`src/rtl/bsc_pkg.sv`:
```
`default_nettype none

package bsc_pkg;

  localparam int MAX_CHUNK_BITS = 60;
  localparam int ELEM_W = 60;
  localparam int CHUNK_W = 6;
  localparam logic [CHUNK_W-1:0] CHUNK_RESET = 6'd16;
  localparam int BYTE_BITS = 8;
  localparam logic [3:0] FULL_BYTE = 4'd8;
  localparam logic [1:0] CHUNK_BITS_ADDR = 2'd0;

  typedef struct packed {
    logic [7:0] data_byte;
    logic [3:0] valid_bits;
    logic       last_byte;
  } in_t;

  typedef struct packed {
    logic [ELEM_W-1:0] element;
    logic              last_element;
  } out_t;

  // handoff from the packer to the result register
  typedef struct packed {
    logic emit;
    out_t word;
  } emit_t;

endpackage

`default_nettype wire

```
`src/rtl/bsc_cfg.sv`:
```
`default_nettype none

module bsc_cfg
  import bsc_pkg::*;
#(
  parameter int MAX_BITS = MAX_CHUNK_BITS,
  localparam int CW = $clog2(MAX_BITS + 1)
) (
  input  wire logic          clk,
  input  wire logic          rst,
  input  wire logic          psel,
  input  wire logic          penable,
  input  wire logic          pwrite,
  input  wire logic [1:0]    paddr,
  input  wire logic [31:0]   pwdata,
  output logic      [31:0]   prdata,
  output logic               pready,
  output logic      [CW-1:0] chunk_k,
  output logic               clear
);

  localparam logic [CHUNK_W-1:0] MAX_V = CHUNK_W'(MAX_BITS);

  logic [CHUNK_W-1:0] chunk_bits;
  logic               wr;

  // chunk_bits is the only register, at byte address 0
  assign wr     = psel && penable && pwrite && (paddr == CHUNK_BITS_ADDR);
  assign pready = 1'b1;
  assign clear  = wr;
  assign prdata = {{(32-CHUNK_W){1'b0}}, chunk_bits};

  always_ff @(posedge clk) begin
    if (rst) begin
      chunk_bits <= CHUNK_RESET;
    end else if (wr) begin
      chunk_bits <= pwdata[CHUNK_W-1:0];
    end
  end

  always_comb begin
    if (chunk_bits == '0) begin
      chunk_k = CW'(1);
    end else if (chunk_bits > MAX_V) begin
      chunk_k = CW'(MAX_BITS);
    end else begin
      chunk_k = CW'(chunk_bits);
    end
  end

endmodule

`default_nettype wire

```
`src/rtl/bsc_pack.sv`:
```
`default_nettype none

module bsc_pack
  import bsc_pkg::*;
#(
  parameter int MAX_BITS = MAX_CHUNK_BITS,
  localparam int CW = $clog2(MAX_BITS + 1)
) (
  input  wire logic          clk,
  input  wire logic          rst,
  input  wire logic [CW-1:0] chunk_k,
  input  wire logic          clear,
  input  wire logic          src_valid,
  output logic               src_ready,
  input  wire in_t           src_word,
  input  wire logic          slot_free,
  output emit_t              emit
);

  localparam int PW = MAX_BITS;
  localparam logic [CW-1:0] PW_V = CW'(MAX_BITS);

  // input register: remaining bits of the current word
  logic          busy;
  logic [7:0]    cur_byte;
  logic [3:0]    cur_left;
  logic          cur_last;
  // element under construction
  logic [PW-1:0] pend;
  logic [CW-1:0] pend_cnt;

  logic [3:0]    v_clip;
  logic [CW-1:0] need;
  logic          full;
  logic [7:0]    rest_byte;
  logic [3:0]    rest_left;
  logic          done;
  logic          emits;
  logic          fire;
  logic          accept;
  logic [PW-1:0] merged;
  logic [PW-1:0] kmask;
  logic [CW-1:0] cnt_sum;

  assign v_clip = (src_word.valid_bits > FULL_BYTE) ? FULL_BYTE : src_word.valid_bits;

  assign need      = chunk_k - pend_cnt;
  assign full      = {{(CW > 4 ? CW-4 : 0){1'b0}}, cur_left} >= need;
  assign rest_byte = cur_byte >> need;
  assign rest_left = cur_left - 4'(need);
  assign merged    = pend | (PW'(cur_byte) << pend_cnt);
  assign kmask     = {PW{1'b1}} >> (PW_V - chunk_k);
  assign cnt_sum   = pend_cnt + CW'(cur_left);

  always_comb begin
    if (full) begin
      done = (rest_left == 4'd0) ||
             (({{(CW > 4 ? CW-4 : 0){1'b0}}, rest_left} < chunk_k) && !cur_last);
      emits = 1'b1;
    end else begin
      done  = 1'b1;
      emits = cur_last && (cnt_sum != '0);
    end
  end

  assign fire      = busy && (!emits || slot_free);
  assign src_ready = !busy || (fire && done);
  assign accept    = src_valid && src_ready;

  always_comb begin
    emit.emit = fire && emits;
    emit.word.element = ELEM_W'(merged & kmask);
    emit.word.last_element = full ? (cur_last && rest_left == 4'd0) : 1'b1;
  end

  always_ff @(posedge clk) begin
    if (rst) begin
      busy     <= 1'b0;
      pend     <= '0;
      pend_cnt <= '0;
    end else begin
      if (accept) begin
        busy <= 1'b1;
      end else if (fire && done) begin
        busy <= 1'b0;
      end
      if (clear) begin
        pend     <= '0;
        pend_cnt <= '0;
      end else if (fire) begin
        if (full) begin
          if (done && rest_left != 4'd0) begin
            // leftover bits start the next element
            pend     <= PW'(rest_byte);
            pend_cnt <= CW'(rest_left);
          end else begin
            pend     <= '0;
            pend_cnt <= '0;
          end
        end else if (cur_last) begin
          pend     <= '0;
          pend_cnt <= '0;
        end else begin
          pend     <= merged;
          pend_cnt <= cnt_sum;
        end
      end
    end
  end

  always_ff @(posedge clk) begin
    if (accept) begin
      cur_byte <= src_word.data_byte & (8'hFF >> (FULL_BYTE - v_clip));
      cur_left <= v_clip;
      cur_last <= src_word.last_byte;
    end else if (fire && full) begin
      cur_byte <= rest_byte;
      cur_left <= rest_left;
    end
  end

  a_clear_empties: assert property (@(posedge clk) disable iff (rst)
    clear |=> pend_cnt == '0)
    else $error("pending count not cleared after chunk width write");

  a_cnt_below_k: assert property (@(posedge clk) disable iff (rst)
    $past(!rst) |-> pend_cnt < chunk_k)
    else $error("pending count reached chunk width");

  a_unfinished_stays: assert property (@(posedge clk) disable iff (rst)
    (fire && !done) |=> busy)
    else $error("word dropped before all elements were sent");

  a_idle_ready: assert property (@(posedge clk) disable iff (rst)
    !busy |-> src_ready)
    else $error("packer idle but not taking words");

endmodule

`default_nettype wire

```
`src/rtl/bsc_oreg.sv`:
```
`default_nettype none

module bsc_oreg
  import bsc_pkg::*;
(
  input  wire logic  clk,
  input  wire logic  rst,
  input  wire emit_t emit,
  output logic       slot_free,
  output logic       dst_valid,
  input  wire logic  dst_ready,
  output out_t       dst_word
);

  assign slot_free = !dst_valid || dst_ready;

  always_ff @(posedge clk) begin
    if (rst) begin
      dst_valid <= 1'b0;
    end else if (emit.emit) begin
      dst_valid <= 1'b1;
    end else if (dst_ready) begin
      dst_valid <= 1'b0;
    end
  end

  always_ff @(posedge clk) begin
    if (emit.emit) begin
      dst_word <= emit.word;
    end
  end

endmodule

`default_nettype wire

```
`src/rtl/bit_stream_to_chunks_core.sv`:
```
// Bit stream to chunk repacker.
// src channel: one word per byte of a little-endian bitstring (data_byte,
//   valid_bits low bits used, last_byte on the final byte).
// dst channel: elements of chunk_bits bits (clamped to 1..MAX_BITS),
//   earliest bit in bit 0; the final element of a string carries
//   last_element, a short tail is zero padded.
// APB port: register 0 (address 0) is chunk_bits; a write drops any partly
//   built element. Write only while the block is idle.
// Flow: a word accepted on src is held in the packer's input register, and
//   each element it completes passes through the result register to dst.
//   The packer emits at most one element per cycle, and only while the
//   result register has room, so a byte is held until every element it
//   completes (up to 8 for chunk_bits 1) is sent, plus its tail if it is a
//   last byte. Otherwise one byte is taken every cycle.
// Reset (rst, synchronous) clears the partial element, empties the result
//   register and sets chunk_bits to 16.
// A stalled dst holds the result register; the packer waits only when it
//   has an element to send, and src_ready drops once its input is held.
`default_nettype none

module bit_stream_to_chunks_core
  import bsc_pkg::*;
#(
  parameter int MAX_BITS = MAX_CHUNK_BITS
) (
  input  wire logic        clk,
  input  wire logic        rst,
  input  wire logic        src_valid,
  output logic             src_ready,
  input  wire in_t         src_word,
  output logic             dst_valid,
  input  wire logic        dst_ready,
  output out_t             dst_word,
  input  wire logic        psel,
  input  wire logic        penable,
  input  wire logic        pwrite,
  input  wire logic [1:0]  paddr,
  input  wire logic [31:0] pwdata,
  output logic      [31:0] prdata,
  output logic             pready
);

  localparam int CW = $clog2(MAX_BITS + 1);

  logic [CW-1:0] chunk_k;
  logic          clear;
  logic          slot_free;
  emit_t         emit;

  bsc_cfg #(.MAX_BITS(MAX_BITS)) u_cfg (
    .clk     (clk),
    .rst     (rst),
    .psel    (psel),
    .penable (penable),
    .pwrite  (pwrite),
    .paddr   (paddr),
    .pwdata  (pwdata),
    .prdata  (prdata),
    .pready  (pready),
    .chunk_k (chunk_k),
    .clear   (clear)
  );

  bsc_pack #(.MAX_BITS(MAX_BITS)) u_pack (
    .clk       (clk),
    .rst       (rst),
    .chunk_k   (chunk_k),
    .clear     (clear),
    .src_valid (src_valid),
    .src_ready (src_ready),
    .src_word  (src_word),
    .slot_free (slot_free),
    .emit      (emit)
  );

  bsc_oreg u_oreg (
    .clk       (clk),
    .rst       (rst),
    .emit      (emit),
    .slot_free (slot_free),
    .dst_valid (dst_valid),
    .dst_ready (dst_ready),
    .dst_word  (dst_word)
  );

endmodule

`default_nettype wire
```
`config.mk`:
```
export PLATFORM = sky130hd
export DESIGN_NAME = bit_stream_to_chunks_core
export DESIGN_NICKNAME = d
export VERILOG_FILES = /design/src/rtl/bsc_pkg.sv /design/src/rtl/bsc_cfg.sv /design/src/rtl/bsc_pack.sv /design/src/rtl/bsc_oreg.sv /design/src/rtl/bit_stream_to_chunks_core.sv
export SDC_FILE = /design/constraint.sdc
export NUM_CORES = 1
export LEC_CHECK = 0
export BUFFER_PORTS_ARGS = -buffer_cell sky130_fd_sc_hd__buf_2
export CAP_MARGIN = 20
export CORE_MARGIN = 5
export CORE_UTILIZATION = 51
export CTS_CLUSTER_DIAMETER = 150
export DETAILED_ROUTE_END_ITERATION = 6
export PLACE_DENSITY_LB_ADDON = 0.25
export SLEW_MARGIN = 15
export SYNTH_ARGS = -nofsm -noshare
export SYNTH_HDL_FRONTEND = slang
export SYNTH_SLANG_ARGS = --single-unit
```
`constraint.sdc`:
```
create_clock -name clk -period 6.4 [get_ports clk]
set_input_delay 1.28 -clock clk [delete_from_list [all_inputs] [get_ports clk]]
set_output_delay 1.28 -clock clk [all_outputs]
set_load 0.01 [all_outputs]
```
==> key figures <==
Status
  • Status: finished clean

Synth
  • Largest area contributor in the netlist: edfxtp_1
  • Largest family of logic cells by synthesized area: compound AO/OA/AOI/OAI gates
  • Mapped Cells: 877
  • Mapped cell area: 0.00812 mm^2
  • Distinct cells, synth: 70
  • Post-synthesis mux area share: 6.04%
  • Primary FF master, synth: edfxtp_1
  • Sequential fraction of the synthesis area: 45.6%
  • Adder-Cell Fraction of Synth Area: roughly 4.0%
  • Most frequent cell after synthesis: nor2_1
  • Post-synth EDFFs: 74
  • Simple-gate share of the synthesized area: 17.8%
  • Main area contributors after synthesis: edfxtp_1 27%, dfxtp_1 18%, nor2_1 6.6%
  • Yosys Warn Count: 0
  • Post-synth top area share: between 20% and 30%
  • XOR/XNOR Fraction of Synth Area: 1.49%
  • Ys async rst share: 0%
  • List of most frequent post-synthesis cells: 143 x nor2_1, 95 x a21oi_1, 74 x dfxtp_1, 74 x edfxtp_1, 58 x nand2_1
  • Register bit count reported by yosys: 148
  • Fraction of the mapped netlist area in compound gates: 18.5%
  • Post-Syn Area per Cell: 9.26 um^2

Routing
  • M1 WL: 9650 um
  • Post-DRT Antenna Nets: 0
  • Met2 wire length: 10100 um
  • DR top layer: met4
  • Vias: between 6000 and 7000
  • Met3 Wirelength: 1750 um
  • DRC: 0
  • Mean number of vias per cell: about 5.8
  • Routed len/inst: between 15 and 20 um
  • WL final: 22000 um
  • First-pass DRT Iterations: 5
  • Initial DRC count: 739

Critical path
  • Reg-to-reg slack, setup: 1.14 ns
  • Worst setup path start: u_cfg.chunk_bits[1]$_SDFFE_PP0P_
  • CP max FO: 8
  • Worst Path Arrival: 4.82 ns
  • Critical path required time: approximately 5.1 ns
  • Worst reg2reg startpoint: u_cfg.chunk_bits[1]$_SDFFE_PP0P_
  • Startpoint types: register
  • Crit. End Element: primary output
  • CP Class: reg -> out

STA
  • Final setup viols: 0
  • Transition time of the tightest slew-check pin: 0.981 ns
  • Final setup margin: 0.299 ns
  • Clock Skews: just over 0.01 ns
  • Hold Fails Final Rpt: 0
  • Final period util: 95.3%
  • Final setup TNS: 0 ns
  • Crit path time final: between 6 and 7 ns
  • Rel. slew slack: about a third
  • Max Transition Viols Final: 0
  • Fmax: 164 MHz

Worst hold path
  • Hold Crit Class: reg -> reg
  • Worst min-delay path startpoint: u_pack.pend[52]$_SDFFE_PP0N_

Power and ir drop
  • Pwr dens: roughly 330 mW/mm^2
  • Max rail drop VDD: 0.213 mV
  • Leak pwr: between 0.003 and 0.004 uW

Floorplanning
  • Io pins: 150
  • Initial Util: about half
  • Core ar.: 0.0158 mm^2
  • Die area: 0.0185 mm^2
  • Chip width: 136 um
  • Die Y: about 140 um
  • # rows: 46

Clock tree
  • CTS tree: yes
  • Max Root-Sink Buffers: 2
  • Inserted Clock Buffers: 17
  • Worst skew pair latency: 0.43 ns
  • Reg clk slew, reported paths: 0.06 ns
  • H-tree lvl count: 4
  • Root Buffer: clkbuf_16
  • Hold_buf cts: 0
  • CTS sink count: 148

Final layout
  • Final cell count without fillers: 1188
  • Final Cell Area: 0.00936 mm^2
  • Layout cells sized above 1: about 18%
  • Syn-to-layout area delta: 15.3%
  • N_diodes: 0
  • Nets@finish: between 1000 and 1500

GRT
  • Total gr overflow: 0
  • Initial antenna violation count: 0
  • GRT Resource Usage Total: 24.0%
  • First-pass GRT wire length: 34500 um
  • Number of global-route vias before repair: between 6000 and 7000
  • Largest net degree at the start of global routing: 42

Place
  • Setup WS pre-CTS: 0.527 ns
  • Post-Place Cells: 1152
  • Placed cell areas: 0.00869 mm^2
  • Gp weighted congestion: 0.916
  • I/O Buffers: 96
  • DP HPWL: 15600 um

Job
  • Max-cap violations: 0
==> cell usage in the layout (no fill, tap or decap), drive strengths merged, types with 11 or more instances in the layout <==
cell type and count:
nand3 18, o21ai 32, conb 27, inv 29
mux2i 31, nor2 143, a21oi 95, a211oi 21
nand3b 13, ha 23, clkbuf 19, dfxtp 74
a31oi 16, nor3 21, nand2 58, a221oi 12
edfxtp 74, o21a 11, buf 116, nand2b 17
==> where the power goes <==
group          internal (uW)  leakage [uW]  total, uW  switching [uW]
registers               1110       0.00131       1170            63.5
logic                    311       0.00203        888             577
clock network            658      0.000295       1070             409
==> final cells by class <==
class,instances,area [um^2]
Sequential cell,148,3710
Clock buffer,19,433
Inverter,27,101
Multi-Input combinational cell,649,4030
Fill cell,1417,6410
Clock inverter,13,195
Tap cell,216,270
Timing Repair Buffer,116,628
==> critical path, cell delays in order (launching register included) <==
cell      delay [ns]
dfxtp_1         0.48
nor4_1          0.10
o211ai_1        0.44
ha_1            0.27
inv_1           0.06
ha_1            0.20
a21oi_1         0.26
xnor2_2         0.25
clkinv_1        0.17
ha_1            0.34
xnor2_1         0.42
ha_1            0.27
o211ai_1        0.09
o21ai_0         0.15
o21ai_0         0.17
o41ai_4         0.40
nand3_1         0.14
buf_2           0.17
==> path summary, 6_finish.rpt <==
kind	to	cells after the start
setup / recovery	src_ready	17
setup reg to reg	u_pack.cur_byte[6]$_DFFE_PP_	18
hold / removal	u_pack.pend[52]$_SDFFE_PP0N_	2
hold reg to reg	u_pack.pend[52]$_SDFFE_PP0N_	2
==> cells by family (layout without fill, tap and decap cells) <==
group	after synthesis	in the layout
DFF	148	148
AOI/OAI and AO/OA	231	231
and+or+nand+nor	310	310
adders and majority gates	25	25
xor gates and xnor gates	13	13
muxes	43	43
buffers and inverters	105	175
other	2	27
==> routing by layer <==
| layer | global-route usage [%] | vias to the layer above |
|---|---|---|
| met4 | 8.34 | 0 |
| met2 | 37.1 | 304 |
| met1 | 33.5 | 3256 |
| met5 | 0 | - |
| li1 | - | 3299 |
| met3 | 5.11 | 42 |
==> through the flow <==
stage | total power [uW] | utilization (%) | hold WS (ns)
floorplan | 1810 | - | 0.427
global placement | 2050 | 55.1 | 0.434
detailed placement | 2060 | 55.1 | 0.445
CTS | 3130 | 59.1 | 0.454
global route | 3290 | 59.4 | 0.457
finish | 3130 | 59.4 | 0.455
==> state kept, by name (all words and copies together), names as in the netlist <==
| register | cells |
|---|---|
| u_oreg.dst_word | 61 |
| u_pack.pend | 60 |
| u_pack.cur_byte | 8 |
| u_cfg.chunk_bits | 6 |
| u_pack.pend_cnt | 6 |
| u_pack.cur_left | 4 |
| u_oreg.dst_valid | 1 |
| u_pack.busy | 1 |
| u_pack.cur_last | 1 |
==> what timing repair did <==
action / in CTS / in global routing
setup buffers: 0 / 2
gates resized for setup: 0 / 4
endpoints found under the setup margin: 0 / 1
(Power assumes the default switching activity.)
